<file path="src/design/euler_quaternion_vector_rotate_top_defines.svh">
// ---------------------------------------------------------------------------
// Assertion macros for the vector rotate block
// Clocked implication checks shared by the rotate modules.
// ---------------------------------------------------------------------------
`ifndef EULER_QUATERNION_VECTOR_ROTATE_TOP_DEFINES_SVH
`define EULER_QUATERNION_VECTOR_ROTATE_TOP_DEFINES_SVH
// implication checked every clock outside reset
`define EQV_ASSERT_IMP(lbl, a, c) \
    lbl: assert property (@(posedge clk) disable iff (!rst_n) (a) |-> (c)) \
        else $error("assertion failed");
// next-cycle implication
`define EQV_ASSERT_NXT(lbl, a, c) \
    lbl: assert property (@(posedge clk) disable iff (!rst_n) (a) |=> (c)) \
        else $error("assertion failed");
`endif

</file>
<file path="src/design/eqvr_pkg.sv">
// ---------------------------------------------------------------------------
// eqvr_pkg
// Shared beat types and constants of the Euler vector rotate block.
// ---------------------------------------------------------------------------
package eqvr_pkg;
    localparam int CORDIC_MAX = 24;
    localparam logic signed [33:0] CORDIC_GAIN = 34'sd652032874;
    localparam logic signed [33:0] Q30_ONE = 34'sd1073741824;

    typedef struct packed {
        logic signed [31:0] pos_x;
        logic signed [31:0] pos_y;
        logic signed [31:0] pos_z;
        logic signed [15:0] roll;
        logic signed [15:0] pitch;
        logic signed [15:0] yaw;
    } in_beat_t;

    typedef struct packed {
        logic signed [31:0] rot_x;
        logic signed [31:0] rot_y;
        logic signed [31:0] rot_z;
        logic               saturated;
    } out_beat_t;

    // arctangent table, 2^32 per turn
    function automatic logic signed [33:0] atan_turn(input int i);
        logic signed [33:0] t;
        case (i)
            0: t = 34'sh20000000;  1: t = 34'sh12E4051E;  2: t = 34'sh09FB385B;
            3: t = 34'sh051111D4;  4: t = 34'sh028B0D43;  5: t = 34'sh0145D7E1;
            6: t = 34'sh00A2F61E;  7: t = 34'sh00517C55;  8: t = 34'sh0028BE53;
            9: t = 34'sh00145F2F; 10: t = 34'sh000A2F98; 11: t = 34'sh000517CC;
            12: t = 34'sh00028BE6; 13: t = 34'sh000145F3; 14: t = 34'sh0000A2F9;
            15: t = 34'sh0000517D; 16: t = 34'sh000028BE; 17: t = 34'sh0000145F;
            18: t = 34'sh00000A30; 19: t = 34'sh00000518; 20: t = 34'sh0000028C;
            21: t = 34'sh00000146; 22: t = 34'sh000000A3; 23: t = 34'sh00000051;
            default: t = 34'sd0;
        endcase
        return t;
    endfunction

    // clamp to [-1, 1] in Q30
    function automatic logic signed [33:0] clamp_q30(input logic signed [35:0] v);
        logic signed [33:0] r;
        if (v > 36'sd1073741824)
            r = Q30_ONE;
        else if (v < -36'sd1073741824)
            r = -Q30_ONE;
        else
            r = v[33:0];
        return r;
    endfunction

    // Q30 product, round half up with floor shift
    function automatic logic signed [33:0] mul30(input logic signed [33:0] a,
                                                 input logic signed [33:0] b);
        logic signed [67:0] p;
        p = a * b + 68'sd536870912;
        return p[63:30];
    endfunction
endpackage

</file>
<file path="src/design/eqvr_cordic.sv">
// ---------------------------------------------------------------------------
// eqvr_cordic
// Pipelined rotation-mode CORDIC giving cos and sin of a half angle, Q30.
// One iteration per register stage, plus a clamp stage.
// ---------------------------------------------------------------------------
module eqvr_cordic
    import eqvr_pkg::*;
#(
    parameter int ANGLE_WIDTH = 16,
    parameter int STEPS = 16
)
(
    input  logic                          clk,
    input  logic signed [ANGLE_WIDTH-1:0] ang,
    output logic signed [33:0]            cos_q,
    output logic signed [33:0]            sin_q
);
    // x_reg[i] holds the output of micro-rotation i
    logic signed [33:0] x_reg [STEPS];
    logic signed [33:0] y_reg [STEPS];
    logic signed [33:0] z_reg [STEPS];
    logic signed [33:0] cos_reg, sin_reg;

    // one micro-rotation per stage
    for (genvar i = 0; i < STEPS; i++) begin : g_step
        logic signed [33:0] x_in, y_in, z_in;

        // first stage takes the start vector and phase
        if (i == 0) begin : g_first
            assign x_in = CORDIC_GAIN;
            assign y_in = 34'sd0;
            assign z_in = 34'(ang) <<< (31 - ANGLE_WIDTH);
        end
        else begin : g_next
            assign x_in = x_reg[i-1];
            assign y_in = y_reg[i-1];
            assign z_in = z_reg[i-1];
        end

        always_ff @(posedge clk)
        begin
            if (z_in >= 0)
            begin
                x_reg[i] <= x_in - (y_in >>> i);
                y_reg[i] <= y_in + (x_in >>> i);
                z_reg[i] <= z_in - atan_turn(i);
            end
            else
            begin
                x_reg[i] <= x_in + (y_in >>> i);
                y_reg[i] <= y_in - (x_in >>> i);
                z_reg[i] <= z_in + atan_turn(i);
            end
        end
    end

    // clamp stage
    always_ff @(posedge clk)
    begin
        cos_reg <= clamp_q30(36'(x_reg[STEPS-1]));
        sin_reg <= clamp_q30(36'(y_reg[STEPS-1]));
    end

    assign cos_q = cos_reg;
    assign sin_q = sin_reg;
endmodule

</file>
<file path="config.mk">
export PLATFORM = sky130hd
export DESIGN_NAME = eqvr_cordic
export DESIGN_NICKNAME = d
export VERILOG_FILES = /design/src/design/euler_quaternion_vector_rotate_top_defines.svh /design/src/design/eqvr_pkg.sv /design/src/design/eqvr_cordic.sv
export SDC_FILE = /design/constraint.sdc
export NUM_CORES = 2
export LEC_CHECK = 0
export BUFFER_PORTS_ARGS = -buffer_cell sky130_fd_sc_hd__buf_4
export CAP_MARGIN = 20
export CORE_ASPECT_RATIO = 1.5
export CORE_MARGIN = 1.5
export CORE_UTILIZATION = 60
export CTS_BUF_LIST = sky130_fd_sc_hd__clkbuf_8
export DETAILED_ROUTE_END_ITERATION = 10
export GPL_ROUTABILITY_DRIVEN = 0
export PLACE_DENSITY_LB_ADDON = 0.25
export SETUP_SLACK_MARGIN = 0.4
export SYNTH_ARGS = -nofsm -noshare
export SYNTH_HDL_FRONTEND = slang
export SYNTH_SLANG_ARGS = --single-unit
</file>
<file path="constraint.sdc">
create_clock -name clk -period 4.74 [get_ports clk]
set_input_delay 0.948 -clock clk [delete_from_list [all_inputs] [get_ports clk]]
set_output_delay 0.948 -clock clk [all_outputs]
set_load 0.02 [all_outputs]
</file>
Word-level counts from Yosys, hierarchy flattened --
Memory sizes are Yosys's and may differ from the RTL's. Cells that the tools add are included. Widths: inputs -> output; s select.
Storage, ports and cells: bits in registers 68, RAM bits 1632, output and inout bits 68, logic and storage cells 267, memories kept 3
Operators by class: $add $sub $neg 92, order comparisons 20, multiplexer cells 98, bitwise operators 48, reduce and logical (&&, ||, !) cells 2
Memory list:
- x_reg | words 16, width 34, read ports 16, clocked after Yosys merged registers in 0, write ports 16, line eqvr_cordic.sv:19 | logic signed [33:0] x_reg [STEPS];
- y_reg | words 16, width 34, read ports 16, clocked after Yosys merged registers in 0, write ports 16, line eqvr_cordic.sv:20 | logic signed [33:0] y_reg [STEPS];
- z_reg | words 16, width 34, read ports 15, clocked after Yosys merged registers in 0, write ports 16, line eqvr_cordic.sv:21 | logic signed [33:0] z_reg [STEPS];
Operators with widths (count):
- $mux 34 | 50
- $ge 34x1->1 const B | 15
- $add 34x19->34 | 2
- $add 34x20->34 | 2
- $add 34x21->34 | 2
- $add 34x22->34 | 2
- $add 34x23->34 | 2
- $add 34x24->34 | 2
- $add 34x25->34 | 2
- $add 34x26->34 | 2
- $add 34x27->34 | 2
- $add 34x28->34 | 2
- $add 34x29->34 | 2
- $add 34x30->34 | 2
- $add 34x31->34 | 2
- $add 34x32->34 | 2
- $add 34x33->34 | 2
- $gt 34x32->1 const B | 2
- $lt 34x31->1 const B | 2
- $sub 34x19->34 | 2
- $sub 34x20->34 | 2
- $sub 34x21->34 | 2
- $sub 34x22->34 | 2
- $sub 34x23->34 | 2
- other kinds (46) | 151

Longest topological paths before layout --
An unclocked memory read counts as a cell.
word-level depth 5, depth in mapped cells 23, mapped depth without buffers 23

Worst setup path before layout --
OpenSTA, ideal clock, no wires.
path kind register to register, start memory z_reg[9][33], in the netlist z_reg[1][67], end memory z_reg[10][33], in the netlist z_reg[1][101], data arrival time 4.857 ns, required time 4.617 ns, setup slack -0.241 ns, cell stages (with the launch flop) 22, path buffers 2, cells stage by stage dfxtp_1 > inv_1 > ha_1 > nor4b_1 > nand4_1 > nor2_1 > nor2_1 > inv_1 > clkbuf_1 > clkbuf_1 > ha_1 > a211oi_1 > o21ai_0 > a31o_2 > a221oi_1 > a21oi_1 > o41ai_1 > a21oi_1 > o41ai_1 > o21ba_2 > o21bai_1 > xor2_1
RTL lines (line):
- start: declaration | eqvr_cordic.sv:21

==> results.txt <==
* Final Net Count: 15200
- Via-to-Cell Ratio: 6.35
* Largest driver fanout on the critical path: 4
- Counting along the longest clock path gives a buffer depth of 4.
- Traced cell by cell, the critical path runs through nor4_4, buf_4, nand2_1, o41ai_2, xor2_1, ha_1, a21o_1, a21o_1, a211o_1, nor3_2, a211o_2, o31a_1, buf_4, buf_4, o21bai_1, a21oi_2, o21bai_1, a21oi_1, xnor2_1.
* Outcome: complete, but fails checks
* Setup repair after global routing missed its margin: yes
* I/O pin cnt: 85
- The tightest min-delay check is of the input port to flip-flop type.
- Counting every sink on the clock net gives 1497.
- The worst setup path is captured at a flip-flop.
* Number of enable-type register cells in the synthesized netlist: 0
* Clock slew seen by the registers of the worst setup and hold paths: 0.07 ns
- Hold Path Stages: 2
* Leading cell type in the layout, fill and taps excluded: sky130_fd_sc_hd__dfxtp_1
* Highest-count cells in the layout ignoring fill and taps: sky130_fd_sc_hd__dfxtp_1, sky130_fd_sc_hd__ha_1, sky130_fd_sc_hd__xnor2_1
* Failing checks: capacitance limit, slew limit, setup timing
- Data required time at the worst endpoint: 5.64 ns
- CP Data Arrival Time: 6.58 ns
* Register bit count reported by yosys: 1497
* Clock skew: 0.0860 ns
- Post-synthesis async set-or-reset flop share: 0
* Net count of the mapped netlist: 14000
* Number of buffers added on ports: 84
- Number of endpoints with negative hold slack in the final report: 0
- Die boundary height: 522 microns
* Global-route wire length before repair: 519 mm
- The root buffer cell chosen for the clock tree is sky130_fd_sc_hd__clkbuf_8.
- Counting I/O delays and the setup requirement, the final critical path takes 5.68 ns.
* Highest clock rate: 176 MHz
* Violation count after the first detailed-routing iteration: 6849
- Final Routed Wirelength: 355 mm
* End point of the worst hold path: z_reg[0][29]
* Number of CTS-inserted buffers: 238
- Worst R2R Start: y_reg[4][12]
- Of the available clock period, the critical path in the final layout requires 1.20.
- Count of antenna-violating nets left after detailed routing: 0
- Setup violations remaining at the end of the flow were counted as 29.
- Registers take 0.0301 sq mm.
- In the post-route analysis, the smallest setup slack over all paths is -0.941 ns.
* TritonCTS clock tree: yes
* Full die area: 0.182 sq mm
- The pre-antenna-repair detailed-routing pass consisted of 11 iterations.
* Max FFs per register: 510
- The count of final max-slew check failures came to 5.
- Number of antenna violations at the first check in global routing: 25
- Initial core utilization: 0.604
- Most used cell, CP: sky130_fd_sc_hd__buf_4
- The initialized floorplan defines 190 standard-cell rows.
- For this run, the number of Yosys warnings is 0.
- Hold Path Origin: ang[14]
- Overflow left after global routing: 0
* Worst-case setup slack after placement: -0.477 ns
* Slowest stage cell on the critical path: sky130_fd_sc_hd__xor2_1
- After floorplanning, the core was sized to cover 0.179 sq mm.
* Post-synth design cell area: 0.108 sq mm
* Area grow syn2layout: 22.5%
* Routed via count: 104000
* Number of instances in the synthesized netlist: 12500
- Relative slew margins: -0.113
- After detailed routing, the number of remaining DRC violations is 0.
- Entering global routing, the biggest net connects 55 pins.
- End of the worst register-to-register path: x_reg[1][57]
- Total global-route track usage: 0.354
* Number of unique standard cell types used by synthesis: 89
- Number of levels in the clock H-tree: 4
* Final HPWL from detailed placement: 251 mm
- Buffering stage count on the worst path with inverters included: 3
- Multi-input combinational cell area: 0.0820 sq mm
* Vias in the first global route: 103000
- Post-synthesis sequential area ratio: 0.278
- Sort of element at the start of the critical path: flip-flop
* Launching instance or port of the critical path: y_reg[4][12]
- Worst-case register-to-register setup slack: -0.94 ns
* Number of maximum-capacitance constraint violations: 2
- Wire length per cell after detailed routing: 21.7 microns
- Clock latency on the worst-skew pair, taken at its later pin, is 1.06 ns.
- Counting cells, the worst reg-to-reg path comes to 19.
- Slew at the pin closest to its max-slew limit: 1.66 ns
* Type of the worst setup path: flip-flop to flip-flop
- Die Wd: 349 microns
* Worst path max stage delay: 1.30 ns
- Most used DFF post-synth: sky130_fd_sc_hd__dfxtp_1
- The filler cells instantiated in the layout total 12300.
* Gate family responsible for the most delay along the worst path: compound AO/OA/AOI/OAI gates
- Share of final-layout standard cells stronger than drive strength 1: 0.197
- Post-synthesis area per instance: 8.60 sq um
per-layer routing:
layer | vias up | routed length (microns) | global-route usage
met1 | 48500 | 108000 | 0.284
li1 | 48000 | - | -
met4 | 16 | 43700 | 0.377
met5 | - | 239 | 0.00557
met3 | 2547 | 25800 | 0.0915
met2 | 4728 | 178000 | 0.660
worst reg2reg max path: stages (launching register included):
cell,delay (ns)
sky130_fd_sc_hd__dfxtp_4,0.37
sky130_fd_sc_hd__nor4_4,0.32
sky130_fd_sc_hd__buf_4,0.18
sky130_fd_sc_hd__nand2_1,0.08
sky130_fd_sc_hd__o41ai_2,0.32
sky130_fd_sc_hd__xor2_1,1.30
sky130_fd_sc_hd__ha_1,0.50
sky130_fd_sc_hd__a21o_1,0.19
sky130_fd_sc_hd__a21o_1,0.21
sky130_fd_sc_hd__a211o_1,0.30
sky130_fd_sc_hd__nor3_2,0.19
sky130_fd_sc_hd__a211o_2,0.41
sky130_fd_sc_hd__o31a_1,0.33
sky130_fd_sc_hd__buf_4,0.14
sky130_fd_sc_hd__buf_4,0.12
sky130_fd_sc_hd__o21bai_1,0.09
sky130_fd_sc_hd__a21oi_2,0.15
sky130_fd_sc_hd__o21bai_1,0.09
sky130_fd_sc_hd__a21oi_1,0.18
sky130_fd_sc_hd__xnor2_1,0.15
cell type report:
type,instances,area share
inverter,514,0.0148
multi-input combinational,10400,0.621
clock inverter,141,0.0129
sequential,1497,0.228
antenna,15,0.000284
clock buffer,287,0.0299
tap,2400,0.0227
timing repair buffer,1129,0.0701
cells in the mapped netlist, types with 229 or more instances:
cell type,instances,area share
sky130_fd_sc_hd__o21ai_0,776,0.036
sky130_fd_sc_hd__ha_1,1382,0.16
sky130_fd_sc_hd__nand2_1,698,0.024
sky130_fd_sc_hd__nor3_1,229,0.011
sky130_fd_sc_hd__nor2_1,849,0.030
sky130_fd_sc_hd__a21oi_1,1123,0.052
sky130_fd_sc_hd__nand2b_1,238,0.014
sky130_fd_sc_hd__xor2_1,630,0.051
sky130_fd_sc_hd__xnor2_1,1183,0.096
sky130_fd_sc_hd__inv_1,511,0.018
sky130_fd_sc_hd__dfxtp_1,1497,0.28
sky130_fd_sc_hd__a21o_1,621,0.043
worst max-delay path by stage:
stage                              end  slack, ns  depth (start not counted)
after CTS                 y_reg[2][32]       0.04                         18
after floorplan           y_reg[3][33]       0.19                         18
after global routing      x_reg[1][57]      -0.78                         20
after global placement    y_reg[4][33]      -0.45                         21
after detailed placement  y_reg[4][33]      -0.48                         21
final                     x_reg[1][57]      -0.94                         19
per-stage QoR:
stage,setup TNS [ns],hold WS (ns),utilization,cells,instance area [sq um]
final,-11.11,0.0851,0.740,16300,132000
after detailed placement,-11.09,0.359,0.650,15500,116000
after CTS,0,0.0557,0.699,16100,125000
after global placement,-7.40,0.359,0.650,15500,116000
after global routing,-13.47,0.0716,0.739,16300,132000
after floorplan,0,0.310,-,12500,108000
timing repair:
action	4_1_cts	5_1_grt
hold endpoints to repair	15	0
cloned	3	2
hold buffers	15	0
pin swaps	247	622
setup buffers	121	259
resized for setup	451	1163
endpoints found under the setup margin	305	389
cell families (layout without fill, tap and decap cells):
group / after synthesis / count (layout) / synth area share
buffers and inverters: 685 / 2071 / 0.0239
xor gates and xnor gates: 1813 / 1813 / 0.147
AOI/OAI and AO/OA: 3866 / 3866 / 0.230
muxes: 43 / 43 / 0.00407
and+or+nand+nor: 3215 / 3215 / 0.149
adders and majority gates: 1421 / 1421 / 0.168
other: 1 / 16 / 0.0000348
DFF: 1497 / 1497 / 0.278
Power is left out: the tool's default activity adds up to more than one toggle a clock period on the data nets, which glitch-free logic cannot reach.
